===== src/rtl/cvs_pkg.sv =====
// Shared constants and types for the coin value selector.
`timescale 1ns / 1ps

package cvs_pkg;

   localparam int MAX_POINTS  = 32;
   localparam int IDX_W       = $clog2(MAX_POINTS);
   localparam int CNT_W       = $clog2(MAX_POINTS + 1);
   localparam int AMT_W       = 64;
   localparam int PIDX_W      = 5;
   localparam int QUEUE_DEPTH = 2;
   localparam int QPTR_W      = (QUEUE_DEPTH > 1) ? $clog2(QUEUE_DEPTH) : 1;
   localparam int QFILL_W     = $clog2(QUEUE_DEPTH + 1);
   localparam int CSR_IDX_W   = 1;

   localparam logic [CSR_IDX_W-1:0] CSR_TARGET_MINIMUM = CSR_IDX_W'(0);
   localparam logic [CSR_IDX_W-1:0] CSR_SELECT_MODE    = CSR_IDX_W'(1);

   // What the back end does with a queued item
   typedef enum logic [1:0] {
      KIND_LOAD,
      KIND_LOAD_LAST,
      KIND_RUN_ONLY
   } kind_type;

   typedef struct packed {
      kind_type               kind;
      logic [AMT_W-1:0]       amount;
   } entry_type;

   typedef struct packed {
      logic [AMT_W-1:0]       target_minimum;
      logic                   select_mode;
   } cfg_type;

endpackage


===== src/rtl/cvs_ram.sv =====
// Generic single-write, single-read RAM with registered read data.
`timescale 1ns / 1ps

module cvs_ram #(
   parameter int WIDTH = 64,
   parameter int DEPTH = 32
) (
   input  logic                     clock,
   input  logic                     wr_en,
   input  logic [$clog2(DEPTH)-1:0] wr_addr,
   input  logic [WIDTH-1:0]         wr_data,
   input  logic                     rd_en,
   input  logic [$clog2(DEPTH)-1:0] rd_addr,
   output logic [WIDTH-1:0]         rd_data
);

   logic [WIDTH-1:0] mem_ff [DEPTH];
   logic [WIDTH-1:0] rd_data_ff;

   always_ff @(posedge clock) begin
      if (wr_en) begin
         mem_ff[wr_addr] <= wr_data;
      end
      if (rd_en) begin
         rd_data_ff <= mem_ff[rd_addr];
      end
   end

   assign rd_data = rd_data_ff;

endmodule


===== src/rtl/cvs_front.sv =====
// Input front end: accepts points and tags each one for the back end.
`timescale 1ns / 1ps

module cvs_front (
   input  logic                clock,
   input  logic                reset,
   input  logic                req_valid,
   output logic                req_ready,
   input  logic [63:0]         req_point_amount,
   input  logic                req_final_point,
   output logic                push_valid,
   input  logic                push_ready,
   output cvs_pkg::entry_type  push_entry
);

   localparam int CNT_W = cvs_pkg::CNT_W;

   logic [CNT_W-1:0] count_ff;
   logic [CNT_W-1:0] count_in;
   logic             has_room;
   logic             accept;

   always_comb begin
      has_room = count_ff < CNT_W'(cvs_pkg::MAX_POINTS);
      req_ready = push_ready;
      accept = req_valid && req_ready;
      // a non-final point that finds the store full is dropped here
      push_valid = req_valid && push_ready && (has_room || req_final_point);
      push_entry.amount = req_point_amount;
      if (!has_room) begin
         push_entry.kind = cvs_pkg::KIND_RUN_ONLY;
      end else if (req_final_point) begin
         push_entry.kind = cvs_pkg::KIND_LOAD_LAST;
      end else begin
         push_entry.kind = cvs_pkg::KIND_LOAD;
      end
      count_in = count_ff;
      if (accept) begin
         if (req_final_point) begin
            count_in = '0;
         end else if (has_room) begin
            count_in = count_ff + CNT_W'(1);
         end
      end
   end

   always_ff @(posedge clock) begin
      if (reset) begin
         count_ff <= '0;
      end else begin
         count_ff <= count_in;
      end
   end

endmodule


===== src/rtl/cvs_queue.sv =====
// Short FIFO between the front end and the selection engine.
`timescale 1ns / 1ps

module cvs_queue (
   input  logic                clock,
   input  logic                reset,
   input  logic                push_valid,
   output logic                push_ready,
   input  cvs_pkg::entry_type  push_entry,
   output logic                pop_valid,
   input  logic                pop_ready,
   output cvs_pkg::entry_type  pop_entry
);

   localparam int DEPTH   = cvs_pkg::QUEUE_DEPTH;
   localparam int QPTR_W  = cvs_pkg::QPTR_W;
   localparam int QFILL_W = cvs_pkg::QFILL_W;

   cvs_pkg::entry_type slot_ff [DEPTH];
   logic [QPTR_W-1:0]  wr_ptr_ff, wr_ptr_in;
   logic [QPTR_W-1:0]  rd_ptr_ff, rd_ptr_in;
   logic [QFILL_W-1:0] fill_ff, fill_in;
   logic               push;
   logic               pop;

   function automatic logic [QPTR_W-1:0] next_ptr(input logic [QPTR_W-1:0] p);
      return (p == QPTR_W'(DEPTH - 1)) ? '0 : p + QPTR_W'(1);
   endfunction

   always_comb begin
      push_ready = fill_ff != QFILL_W'(DEPTH);
      pop_valid  = fill_ff != '0;
      pop_entry  = slot_ff[rd_ptr_ff];
      push = push_valid && push_ready;
      pop  = pop_valid && pop_ready;
      wr_ptr_in = push ? next_ptr(wr_ptr_ff) : wr_ptr_ff;
      rd_ptr_in = pop ? next_ptr(rd_ptr_ff) : rd_ptr_ff;
      fill_in = fill_ff;
      if (push && !pop) begin
         fill_in = fill_ff + QFILL_W'(1);
      end else if (pop && !push) begin
         fill_in = fill_ff - QFILL_W'(1);
      end
   end

   always_ff @(posedge clock) begin
      if (push) begin
         slot_ff[wr_ptr_ff] <= push_entry;
      end
      if (reset) begin
         wr_ptr_ff <= '0;
         rd_ptr_ff <= '0;
         fill_ff   <= '0;
      end else begin
         wr_ptr_ff <= wr_ptr_in;
         rd_ptr_ff <= rd_ptr_in;
         fill_ff   <= fill_in;
      end
   end

endmodule


===== src/rtl/cvs_back.sv =====
// Selection engine: loads the point store, scans it and emits the selection.
`timescale 1ns / 1ps

module cvs_back (
   input  logic                clock,
   input  logic                reset,
   input  cvs_pkg::cfg_type    cfg,
   input  logic                q_valid,
   output logic                q_ready,
   input  cvs_pkg::entry_type  q_entry,
   output logic                rsp_valid,
   input  logic                rsp_ready,
   output logic                rsp_found,
   output logic [4:0]          rsp_point_index,
   output logic [63:0]         rsp_chosen_amount,
   output logic                rsp_run_end
);

   localparam int MAX_POINTS = cvs_pkg::MAX_POINTS;
   localparam int IDX_W      = cvs_pkg::IDX_W;
   localparam int CNT_W      = cvs_pkg::CNT_W;
   localparam int AMT_W      = cvs_pkg::AMT_W;
   localparam int PIDX_W     = cvs_pkg::PIDX_W;

   typedef enum logic [2:0] {
      ST_IDLE,
      ST_START,
      ST_SCAN,
      ST_DRAIN,
      ST_RESOLVE,
      ST_FINISH
   } state_type;

   typedef enum logic [1:0] {
      PH_REACH_ONE,
      PH_LARGEST,
      PH_REACH_ALL
   } phase_type;

   state_type         state_ff, state_in;
   phase_type         phase_ff, phase_in;
   logic [CNT_W-1:0]  count_ff, count_in;
   logic [AMT_W-1:0]  total_ff, total_in;
   logic [AMT_W-1:0]  sum_ff, sum_in;
   logic [MAX_POINTS-1:0] taken_ff, taken_in;
   logic [IDX_W-1:0]  scan_idx_ff, scan_idx_in;
   logic              rd_pend_ff, rd_pend_in;
   logic [IDX_W-1:0]  rd_idx_ff, rd_idx_in;
   logic              best_valid_ff, best_valid_in;
   logic [IDX_W-1:0]  best_idx_ff, best_idx_in;
   logic [AMT_W-1:0]  best_amt_ff, best_amt_in;
   logic              pend_valid_ff, pend_valid_in;
   logic [IDX_W-1:0]  pend_idx_ff, pend_idx_in;
   logic [AMT_W-1:0]  pend_amt_ff, pend_amt_in;
   logic              rsp_valid_ff, rsp_valid_in;
   logic              rsp_found_ff, rsp_found_in;
   logic [PIDX_W-1:0] rsp_index_ff, rsp_index_in;
   logic [AMT_W-1:0]  rsp_amount_ff, rsp_amount_in;
   logic              rsp_run_end_ff, rsp_run_end_in;

   logic              ram_wr_en;
   logic              ram_rd_en;
   logic [AMT_W-1:0]  ram_rd_data;
   logic              out_free;
   logic              do_load;
   logic              do_run;
   logic              cand_ok;
   logic              cand_better;
   logic              scan_last;
   logic [AMT_W-1:0]  new_sum;

   function automatic logic [AMT_W-1:0] sat_add(input logic [AMT_W-1:0] a,
                                                input logic [AMT_W-1:0] b);
      logic [AMT_W:0] s;
      s = {1'b0, a} + {1'b0, b};
      return s[AMT_W] ? '1 : s[AMT_W-1:0];
   endfunction

   cvs_ram #(
      .WIDTH (AMT_W),
      .DEPTH (MAX_POINTS)
   ) u_store (
      .clock   (clock),
      .wr_en   (ram_wr_en),
      .wr_addr (count_ff[IDX_W-1:0]),
      .wr_data (q_entry.amount),
      .rd_en   (ram_rd_en),
      .rd_addr (scan_idx_ff),
      .rd_data (ram_rd_data)
   );

   always_comb begin
      state_in       = state_ff;
      phase_in       = phase_ff;
      count_in       = count_ff;
      total_in       = total_ff;
      sum_in         = sum_ff;
      taken_in       = taken_ff;
      scan_idx_in    = scan_idx_ff;
      rd_pend_in     = 1'b0;
      rd_idx_in      = rd_idx_ff;
      best_valid_in  = best_valid_ff;
      best_idx_in    = best_idx_ff;
      best_amt_in    = best_amt_ff;
      pend_valid_in  = pend_valid_ff;
      pend_idx_in    = pend_idx_ff;
      pend_amt_in    = pend_amt_ff;
      rsp_valid_in   = rsp_valid_ff && !rsp_ready;
      rsp_found_in   = rsp_found_ff;
      rsp_index_in   = rsp_index_ff;
      rsp_amount_in  = rsp_amount_ff;
      rsp_run_end_in = rsp_run_end_ff;
      ram_wr_en      = 1'b0;
      ram_rd_en      = 1'b0;

      out_free  = !rsp_valid_ff || rsp_ready;
      q_ready   = state_ff == ST_IDLE;
      do_load   = q_valid && q_ready && (q_entry.kind == cvs_pkg::KIND_LOAD ||
                                         q_entry.kind == cvs_pkg::KIND_LOAD_LAST);
      do_run    = q_valid && q_ready && (q_entry.kind == cvs_pkg::KIND_LOAD_LAST ||
                                         q_entry.kind == cvs_pkg::KIND_RUN_ONLY);
      scan_last = CNT_W'(scan_idx_ff) == count_ff - CNT_W'(1);
      new_sum   = sat_add(sum_ff, best_amt_ff);

      // compare the entry read last cycle against the best so far
      cand_ok = !taken_ff[rd_idx_ff] &&
                (phase_ff == PH_LARGEST || ram_rd_data >= cfg.target_minimum);
      cand_better = !best_valid_ff ||
                    ((phase_ff == PH_LARGEST) ? (ram_rd_data > best_amt_ff)
                                              : (ram_rd_data < best_amt_ff));
      if (rd_pend_ff && cand_ok && cand_better) begin
         best_valid_in = 1'b1;
         best_idx_in   = rd_idx_ff;
         best_amt_in   = ram_rd_data;
      end

      unique case (state_ff)
         ST_IDLE: begin
            if (do_load) begin
               ram_wr_en = 1'b1;
               count_in  = count_ff + CNT_W'(1);
               total_in  = sat_add(total_ff, q_entry.amount);
            end
            if (do_run) begin
               state_in = ST_START;
            end
         end
         ST_START: begin
            if (count_ff == '0 ||
                (!cfg.select_mode && total_ff < cfg.target_minimum)) begin
               state_in = ST_FINISH;
            end else begin
               phase_in      = cfg.select_mode ? PH_REACH_ALL : PH_REACH_ONE;
               state_in      = ST_SCAN;
               scan_idx_in   = '0;
               best_valid_in = 1'b0;
            end
         end
         ST_SCAN: begin
            ram_rd_en  = 1'b1;
            rd_pend_in = 1'b1;
            rd_idx_in  = scan_idx_ff;
            if (scan_last) begin
               state_in = ST_DRAIN;
            end else begin
               scan_idx_in = scan_idx_ff + IDX_W'(1);
            end
         end
         ST_DRAIN: begin
            state_in = ST_RESOLVE;
         end
         ST_RESOLVE: begin
            priority if (!best_valid_ff) begin
               if (phase_ff == PH_REACH_ONE) begin
                  // no single point reaches: take largest first
                  phase_in      = PH_LARGEST;
                  state_in      = ST_SCAN;
                  scan_idx_in   = '0;
                  best_valid_in = 1'b0;
               end else begin
                  state_in = ST_FINISH;
               end
            end else if (phase_ff == PH_REACH_ONE) begin
               pend_valid_in = 1'b1;
               pend_idx_in   = best_idx_ff;
               pend_amt_in   = best_amt_ff;
               state_in      = ST_FINISH;
            end else if (!pend_valid_ff || out_free) begin
               // release the previous pick; the new one waits to learn if it ends the run
               if (pend_valid_ff) begin
                  rsp_valid_in   = 1'b1;
                  rsp_found_in   = 1'b1;
                  rsp_index_in   = PIDX_W'(pend_idx_ff);
                  rsp_amount_in  = pend_amt_ff;
                  rsp_run_end_in = 1'b0;
               end
               pend_valid_in         = 1'b1;
               pend_idx_in           = best_idx_ff;
               pend_amt_in           = best_amt_ff;
               taken_in[best_idx_ff] = 1'b1;
               if (phase_ff == PH_LARGEST && new_sum >= cfg.target_minimum) begin
                  sum_in   = new_sum;
                  state_in = ST_FINISH;
               end else begin
                  sum_in        = (phase_ff == PH_LARGEST) ? new_sum : sum_ff;
                  state_in      = ST_SCAN;
                  scan_idx_in   = '0;
                  best_valid_in = 1'b0;
               end
            end
         end
         ST_FINISH: begin
            if (out_free) begin
               rsp_valid_in   = 1'b1;
               rsp_found_in   = pend_valid_ff;
               rsp_index_in   = pend_valid_ff ? PIDX_W'(pend_idx_ff) : '0;
               rsp_amount_in  = pend_valid_ff ? pend_amt_ff : '0;
               rsp_run_end_in = 1'b1;
               count_in       = '0;
               total_in       = '0;
               sum_in         = '0;
               taken_in       = '0;
               pend_valid_in  = 1'b0;
               state_in       = ST_IDLE;
            end
         end
         default: begin
            state_in = ST_IDLE;
         end
      endcase
   end

   always_ff @(posedge clock) begin
      if (reset) begin
         state_ff      <= ST_IDLE;
         phase_ff      <= PH_REACH_ONE;
         count_ff      <= '0;
         total_ff      <= '0;
         sum_ff        <= '0;
         taken_ff      <= '0;
         rd_pend_ff    <= 1'b0;
         best_valid_ff <= 1'b0;
         pend_valid_ff <= 1'b0;
         rsp_valid_ff  <= 1'b0;
      end else begin
         state_ff       <= state_in;
         phase_ff       <= phase_in;
         count_ff       <= count_in;
         total_ff       <= total_in;
         sum_ff         <= sum_in;
         taken_ff       <= taken_in;
         scan_idx_ff    <= scan_idx_in;
         rd_pend_ff     <= rd_pend_in;
         rd_idx_ff      <= rd_idx_in;
         best_valid_ff  <= best_valid_in;
         best_idx_ff    <= best_idx_in;
         best_amt_ff    <= best_amt_in;
         pend_valid_ff  <= pend_valid_in;
         pend_idx_ff    <= pend_idx_in;
         pend_amt_ff    <= pend_amt_in;
         rsp_valid_ff   <= rsp_valid_in;
         rsp_found_ff   <= rsp_found_in;
         rsp_index_ff   <= rsp_index_in;
         rsp_amount_ff  <= rsp_amount_in;
         rsp_run_end_ff <= rsp_run_end_in;
      end
   end

   assign rsp_valid         = rsp_valid_ff;
   assign rsp_found         = rsp_found_ff;
   assign rsp_point_index   = rsp_index_ff;
   assign rsp_chosen_amount = rsp_amount_ff;
   assign rsp_run_end       = rsp_run_end_ff;

   a_count_bound: assert property (@(posedge clock) disable iff (reset)
      count_ff <= CNT_W'(MAX_POINTS))
      else $error("point count exceeds store depth");

   a_finish_clears: assert property (@(posedge clock) disable iff (reset)
      state_ff == ST_FINISH && out_free |=> count_ff == '0 && total_ff == '0)
      else $error("selection end did not clear the loaded set");

   a_idle_marks_clear: assert property (@(posedge clock) disable iff (reset)
      state_ff == ST_IDLE |-> taken_ff == '0)
      else $error("taken marks left set outside a selection run");

   a_empty_ends_run: assert property (@(posedge clock) disable iff (reset)
      rsp_valid_ff && !rsp_found_ff |-> rsp_run_end_ff)
      else $error("empty selection result not marked as run end");

   a_read_in_scan: assert property (@(posedge clock) disable iff (reset)
      rd_pend_ff |-> state_ff == ST_SCAN || state_ff == ST_DRAIN)
      else $error("store read outstanding outside a scan");

endmodule


===== src/rtl/coin_value_selector.sv =====
// Top level of the coin value selector: registers, front end, queue and engine.
`timescale 1ns / 1ps
//
//  Port group   Direction   Meaning
//  req_*        in          one point per transfer; final_point starts selection
//  rsp_*        out         one selected point per transfer; run_end marks the last
//  csr_*        in          register writes: target minimum, select mode
//
//  Points that are not final go to the store RAM while the engine is idle, not during a run.
//  A final point starts the selection, which scans the loaded points in passes
//  (greedy: none if the total falls short, one pass if a single point reaches, else
//  one plus one per value taken; individual: one per qualifying point plus one),
//  and then closes the run.
//  Reset is synchronous and clears counts, totals and marks; the store is not swept.
//  rsp_ready low holds the engine at its next result; the 2-entry queue keeps
//  req_ready high until it fills while a run is under way.

module coin_value_selector (
   input  logic        clock,
   input  logic        reset,
   input  logic        req_valid,
   output logic        req_ready,
   input  logic [63:0] req_point_amount,
   input  logic        req_final_point,
   output logic        rsp_valid,
   input  logic        rsp_ready,
   output logic        rsp_found,
   output logic [4:0]  rsp_point_index,
   output logic [63:0] rsp_chosen_amount,
   output logic        rsp_run_end,
   input  logic        csr_wr_en,
   input  logic [cvs_pkg::CSR_IDX_W-1:0] csr_index,
   input  logic [63:0] csr_wr_data
);

   logic [63:0]        target_ff;
   logic               mode_ff;
   cvs_pkg::cfg_type   cfg;
   logic               push_valid;
   logic               push_ready;
   cvs_pkg::entry_type push_entry;
   logic               pop_valid;
   logic               pop_ready;
   cvs_pkg::entry_type pop_entry;

   always_ff @(posedge clock) begin
      if (reset) begin
         target_ff <= '0;
         mode_ff   <= 1'b0;
      end else if (csr_wr_en) begin
         unique case (csr_index)
            cvs_pkg::CSR_TARGET_MINIMUM: target_ff <= csr_wr_data;
            cvs_pkg::CSR_SELECT_MODE:    mode_ff   <= csr_wr_data[0];
            default: begin
            end
         endcase
      end
   end

   assign cfg.target_minimum = target_ff;
   assign cfg.select_mode    = mode_ff;

   cvs_front u_front (
      .clock            (clock),
      .reset            (reset),
      .req_valid        (req_valid),
      .req_ready        (req_ready),
      .req_point_amount (req_point_amount),
      .req_final_point  (req_final_point),
      .push_valid       (push_valid),
      .push_ready       (push_ready),
      .push_entry       (push_entry)
   );

   cvs_queue u_queue (
      .clock      (clock),
      .reset      (reset),
      .push_valid (push_valid),
      .push_ready (push_ready),
      .push_entry (push_entry),
      .pop_valid  (pop_valid),
      .pop_ready  (pop_ready),
      .pop_entry  (pop_entry)
   );

   cvs_back u_back (
      .clock             (clock),
      .reset             (reset),
      .cfg               (cfg),
      .q_valid           (pop_valid),
      .q_ready           (pop_ready),
      .q_entry           (pop_entry),
      .rsp_valid         (rsp_valid),
      .rsp_ready         (rsp_ready),
      .rsp_found         (rsp_found),
      .rsp_point_index   (rsp_point_index),
      .rsp_chosen_amount (rsp_chosen_amount),
      .rsp_run_end       (rsp_run_end)
   );

endmodule


===== config.mk =====
export PLATFORM = sky130hd
export DESIGN_NAME = coin_value_selector
export DESIGN_NICKNAME = d
export VERILOG_FILES = /design/src/rtl/cvs_pkg.sv /design/src/rtl/cvs_ram.sv /design/src/rtl/cvs_front.sv /design/src/rtl/cvs_queue.sv /design/src/rtl/cvs_back.sv /design/src/rtl/coin_value_selector.sv
export SDC_FILE = /design/constraint.sdc
export NUM_CORES = 2
export LEC_CHECK = 0
export ABC_AREA = 0
export BUFFER_PORTS_ARGS = -buffer_cell sky130_fd_sc_hd__buf_2
export CORE_MARGIN = 8
export CORE_UTILIZATION = 50
export DETAILED_ROUTE_END_ITERATION = 8
export GPL_ROUTABILITY_DRIVEN = 1
export PLACE_DENSITY_LB_ADDON = 0.2
export SLEW_MARGIN = 10
export SYNTH_ARGS = -nofsm -noshare
export SYNTH_HDL_FRONTEND = slang
export SYNTH_HIERARCHICAL = 1
export SYNTH_SLANG_ARGS = --single-unit

===== constraint.sdc =====
create_clock -name clock -period 10.8 [get_ports clock]
set_input_delay 1.08 -clock clock [delete_from_list [all_inputs] [get_ports clock]]
set_output_delay 1.08 -clock clock [all_outputs]
set_load 0.05 [all_outputs]

# After elaboration in Yosys (flattened, before gate mapping)
# Memories as Yosys holds them, arrays and structs flattened. A register that Yosys moved wholly into a read port is not among the register bits.
# Cells that the tools add are included.
# op_classes
add_sub_neg,10
n_mul,0
div_mod_pow,0
order_cmp,9
eq_ne,28
n_shift,0
muxes,113
bitwise,3
reduce_logical,57
# op_table
operator,count
64-bit two-way mux,17
64-bit one-hot mux with 2 select lines,3
64-bit by 64-bit adder with 65-bit output,2
64-bit >= comparator,2
64-bit < comparator,2
32-bit two-way mux,4
5-bit two-way mux,15
64-bit greater-than comparator,1
32-bit one-hot mux with 2 select lines,1
1-bit two-way mux,41
32-bit OR,1
3-bit two-way mux,9
6-bit two-way mux,4
3-bit one-hot mux with 6 select lines,1
"2-bit by 1-bit inequality test with 1-bit output, second input constant",8
4-bit AND reduction,4
1-bit logical AND,15
5-bit one-hot mux with 3 select lines,1
2-bit two-way mux,7
2-bit nonzero test,7
"6-bit by 1-bit adder with 6-bit output, second input constant",2
"5-bit by 6-bit < comparator with 1-bit output, second input constant",2
6-bit one-hot mux with 2 select lines,1
"2-bit inequality test, second input constant",5
other kinds (35),65
# word_totals
reg_bits,469
latchBits,0
mem_bits_rw,2180
rom_bits,0
in_bits,135
output_inout_bits,73
wordCells,248
memories,2
# memory_table
memory,depth,word_bits,rd,rd_clocked_by_memory_dff,write_ports,line,source
u_back.u_store.mem_ff,32,64,1,1,1,cvs_ram.sv:17,logic [WIDTH-1:0] mem_ff [DEPTH];
u_queue.slot_ff,2,66,1,1,1,cvs_queue.sv:19,cvs_pkg::entry_type slot_ff [DEPTH];

# Depth between registers and ports, before layout
# logic_depth
depth_word,12
mapped_depth,25

# Cells and area by module
# Netlist, hierarchy kept.
# modules_own_cells
module,n_inst,cells_each,area_each_um2,seq_area_each_um2
cvs_ram,1,3096,79613.9,63420.8
cvs_back,1,2981,27811.7,10079.7
cvs_queue,1,229,4992.3,4063.9
coin_value_selector,1,296,3266.9,1301.2
cvs_front,1,101,814.5,120.1

# Least setup slack after synthesis
# OpenSTA, ideal clock, no wires.
# synth_timing
path_kind,register -> register
start,"reg u_back.u_store.rd_data_ff[17], in the netlist u_back/u_store/rd_data[17] (read register of u_back.u_store.mem_ff)"
end,"reg u_back.best_amt_ff[0], enable pin"
setup_time_ns,0.599
arrival_time_ns,7.540
required_ns,10.201
slack_ns,2.661
stages_incl_launch_ff,13
n_path_buf,0
synth_period_minus_slack_ns,8.139
path_cell_list,edfxtp_1 > ha_1 > a21o_1 > a21o_1 > a21o_1 > a221o_1 > a221o_1 > a21o_1 > a21oi_1 > a21oi_1 > nor3_1 > mux2i_1 > a211oi_1
# synth_via
elab_chain_len,6
elab_cells_between_ends,10
cone_classes,3 x order compare; 1 x mux; 6 x reduce/logical
# synth_rtl
item,line,source
start: declaration,cvs_ram.sv:18,logic [WIDTH-1:0] rd_data_ff;
64-bit >= comparator,cvs_back.sv:127,(phase_ff == PH_LARGEST || ram_rd_data >= cfg.target_minimum);
1-bit logical OR,cvs_back.sv:127,
1-bit logical AND,cvs_back.sv:126,cand_ok = !taken_ff[rd_idx_ff] &&
1-bit logical AND,cvs_back.sv:131,if (rd_pend_ff && cand_ok && cand_better) begin
1-bit logical AND *,cvs_back.sv:131,
2-bit AND reduction (no source line) *,n/a,
end signal: assignment,cvs_back.sv:257,best_amt_ff <= best_amt_in;
end: declaration,cvs_back.sv:51,"logic [AMT_W-1:0] best_amt_ff, best_amt_in;"
# Mark *: on every way between the ends. The rest lies on a longest branch, timed or not.
# A chain may end at the register's enable or synchronous reset.

# Worst setup path in the final report
# layout_timing
start,reg u_back.best_amt_ff[0]
end,"reg u_back.scan_idx_ff[2], enable pin"
# layout_via
elab_chain_len,6
# layout_rtl
item,line,source
64-bit by 64-bit adder with 65-bit output,cvs_back.sv:75,"s = {1'b0, a} + {1'b0, b};"
64-bit two-way mux,cvs_back.sv:76,return s[AMT_W] ? '1 : s[AMT_W-1:0];
64-bit >= comparator,cvs_back.sv:201,if (phase_ff == PH_LARGEST && new_sum >= cfg.target_minimum) begin
1-bit logical AND,cvs_back.sv:201,
3-bit by 2-bit inequality test with 1-bit output (no source line),n/a,
8-bit AND reduction (no source line),n/a,
end signal: assignment,cvs_back.sv:252,scan_idx_ff <= scan_idx_in;
end: declaration,cvs_back.sv:46,"logic [IDX_W-1:0] scan_idx_ff, scan_idx_in;"
# No other way between the ends.

==> results.toml <==
[run_status]
status = "complete, no violations"

[worst_hold_path]
worstHoldPathType = "in2reg"

[grt]
antenna_found_initial = 27
grt-busiest-layer = "met2"
grt-ovfl-total = 0
grt_pass1_vias = 64293
grt.met2_usage = 0.400
grt_usage = 0.248
grt_max_degree = 125
gr-usage-met1 = 0.356
global_route.usage.met3 = 0.0449
grt_pass1_wl_mm = 454

[synth]
syn_inst = 6703
yosysMostFrequentCell = "edfxtp_1"
synth.distinct_cells = 93
ys_top_cells_by_count = "2463 x edfxtp_1, 612 x mux4_2, 390 x ha_1"
seq_area_frac_synth = 0.678
synth_ff_type = "edfxtp_1"
ys_warn_count = 6
ys_ff_latch = 2714
yosys.area.top_type_share = 0.635
avgSynthCellArea_um2 = 17.4
synth_nets = 7230
netlist_area_um2 = 116000
async_flop_share = 0
synth_top_area_cell = "edfxtp_1"
synth-edff-count = 2463
synthTopCellsByArea = "edfxtp_1 63%, mux4_2 12%, dfxtp_1 4.3%"

[final_layout]
syn2layout_area_growth_pct = 11.5
fin_nets = 7491
utilization = 0.560
stdcell_count = 10222
layout-drive-gt1-share = 0.236

[clock_network]
cts_buffers = 301
cts_sinks = 2714
clock_latency_ps = 950
cts_tree = "built"
root_buffer = "clkbuf_16"
htreeDepth = 5
cts_hold_buf = 0
post_cts_buffers = 0
cts_resized = 0
path_clk_slew_ps = 60
cts.path.max_buffers = 4

[timing]
fin_crit_ps = 7140
fin_crit_sh = 0.661
setup-tns-final_ps = 0
finalSetupViolCount = 0
fin_worst_skew_ps = 61.3
rsz0062_at_grt = "no"
slew_headroom = 0.187
holdWs_ps = 325
worstMarginPinSlew_ps = 1220
hold_viol_final = 0
drv_slew = 0
fmax_ghz = 0.140

[worst_setup_path]
worstSetupEndpointType = "flip-flop"
crit_buf_inv = 1
path_delay_family = "compound AO/OA/AOI/OAI gates"
crit_arrival_ps = 7670
crit_path_start_kind = "flip-flop"
path_cells = "ha_1, fa_1, a21o_1, a21oi_1, o21ai_0, nand3_1, a211o_1, a211oi_4, nor2_2, o21a_4, buf_4, nand2b_1, ha_1, a21o_1, a21o_1, a21oi_1, o21ai_0, a211o_1, a211oi_1, o31ai_1, a221oi_1"
crit_slowest_cell = "a221oi_1"
crit_fanout = 25
cp_common_cell = "a21o_1"
cpPeakStageDelay_ps = 760
crit_required_ps = 11330
path_class = "reg2reg"

[pwr]
p_total_uw = 28700
peakVddDrop_uv = 148
p_leak_uw = 0.0439
power-per-cell-area_nw_per_um2 = 221

[floorplanning]
dieArea_um2 = 249000
io_pins = 208
die_y_um = 499
die_x_um = 499
core-area_um2 = 232000
num_rows = 177
start_util = 0.502

[place]
dp_cells = 9704
dp_hpwl_mm = 190
portBuffers = 207
gp_congestion = 0.895

[route]
drtPass1Iterations = 5
routed_wl_mm = 315
vias = 64589
drc = 0
wire_per_inst_um = 30.8
vias_per_cell = 6.32
drtIter0Drc = 7517
ant_nets = 0

[flow_run]
maxCapViolCount = 0
[worst paths after layout]
path	start	end	slack, ps	cells past startpoint
max	u_back/best_amt_ff[0]	u_back/scan_idx_ff[2]	3660	21
min	req_point_amount[2]	u_queue/slot_ff[1][2]	320	1
max reg2reg	u_back/best_amt_ff[0]	u_back/scan_idx_ff[2]	3660	21
min reg2reg	u_back/sum_ff[5]	u_back/sum_ff[5]	460	2
[power by group]
part	internal [µW]	switching [µW]	leakage, µW
clock	5730	3990	0.00449
combinational	2290	3930	0.0152
sequential	12500	244	0.0242
total	20600	8170	0.0439
[worst reg2reg max path, stage by stage, from the launching register on]
cell and delay, ps:
edfxtp_1 420, ha_1 250, fa_1 420, a21o_1 200, a21oi_1 330, o21ai_0 210
nand3_1 200, a211o_1 340, a211oi_4 170, nor2_2 230, o21a_4 420, buf_4 470
nand2b_1 200, ha_1 310, a21o_1 170, a21o_1 170, a21oi_1 120, o21ai_0 110
a211o_1 350, a211oi_1 570, o31ai_1 310, a221oi_1 760
[flip-flops by register name, summed over array words and instances, names as in the netlist, 6 cells and up, named ones only]
signal / count
u_back/taken_ff: 32
u_back/count_ff: 6
u_back/total_ff: 64
u_back/u_store/rd_data: 64
target_ff: 64
u_back/sum_ff: 64
u_queue/slot_ff: 132
u_back/pend_amt_ff: 64
u_back/u_store/mem_ff: 2048
u_front/count_ff: 6
u_back/best_amt_ff: 64
u_back/rsp_chosen_amount: 64
[cell families (layout without fill, tap and decap cells)]
kind of cell,Yosys count,after routing,share of synthesized area
other,0,9,0
DFF,2714,2714,0.678
muxes,793,793,0.135
AOI/OAI and AO/OA,1071,1071,0.0611
xor gates and xnor gates,128,128,0.00962
adders and majority gates,392,392,0.0422
and+or+nand+nor,1039,1039,0.0496
buffers and inverters,566,1033,0.0241
[stage by stage]
stage / area, µm² / worst slack (ps)
finish: 130000 / 3660
global route: 130000 / 3150
CTS: 130000 / 3470
detailed placement: 121000 / 3550
global placement: 121000 / 3640
floorplan: 116000 / 2660
[layer usage]
layer / up-vias / part of all wire
met2: 2916 / 0.47
met4: 4 / 0.024
met1: 33874 / 0.42
met3: 437 / 0.086
met5: - / 0.00010
li1: 27358 / -
[cells in the final DEF, fill, tap and decap left out, types with 19 or more instances in the layout]
| cell | synthesis | final |
|---|---|---|
| a21o_1 | 175 | 175 |
| edfxtp_1 | 2463 | 2463 |
| clkinv_2 | 0 | 42 |
| mux2_2 | 140 | 140 |
| nand2_2 | 27 | 27 |
| nor2b_1 | 107 | 105 |
| o21ai_2 | 61 | 61 |
| a311oi_1 | 20 | 20 |
| a211oi_1 | 44 | 43 |
| and2_1 | 19 | 19 |
| nor3_1 | 37 | 33 |
| a221oi_1 | 20 | 20 |
| a21oi_1 | 320 | 319 |
| o21bai_1 | 30 | 30 |
| xnor2_1 | 75 | 75 |
| inv_1 | 181 | 178 |
| clkbuf_1 | 163 | 62 |
| nand3_1 | 46 | 46 |
| a22o_1 | 34 | 34 |
| nand2b_1 | 98 | 98 |
| mux2i_1 | 41 | 41 |
| buf_2 | 88 | 206 |
| nand4bb_1 | 64 | 64 |
| a31oi_1 | 27 | 27 |
| ha_1 | 390 | 390 |
| dfxtp_1 | 251 | 250 |
| nor2_1 | 205 | 170 |
| mux4_2 | 612 | 612 |
| nand4_1 | 81 | 81 |
| o21ai_0 | 162 | 162 |
| clkbuf_16 | 0 | 305 |
| buf_4 | 87 | 128 |
| xor2_1 | 53 | 53 |
| bufinv_16 | 0 | 22 |
| nor2_4 | 0 | 33 |
| clkinv_1 | 1 | 49 |
| and3_1 | 24 | 23 |
| nand2_1 | 237 | 237 |
[area by class of cell]
type | count | area (µm²)
repair buffers | 341 | 2120
clock buffers | 375 | 7980
inverters | 183 | 691
well taps | 3043 | 3810
clock inverters | 134 | 1230
diodes | 9 | 22.5
flip-flops and latches | 2714 | 79000
multi-input cells | 3423 | 35000
fillers | 17726 | 102000
No activity file was read; power rests on OpenSTA's default activity.
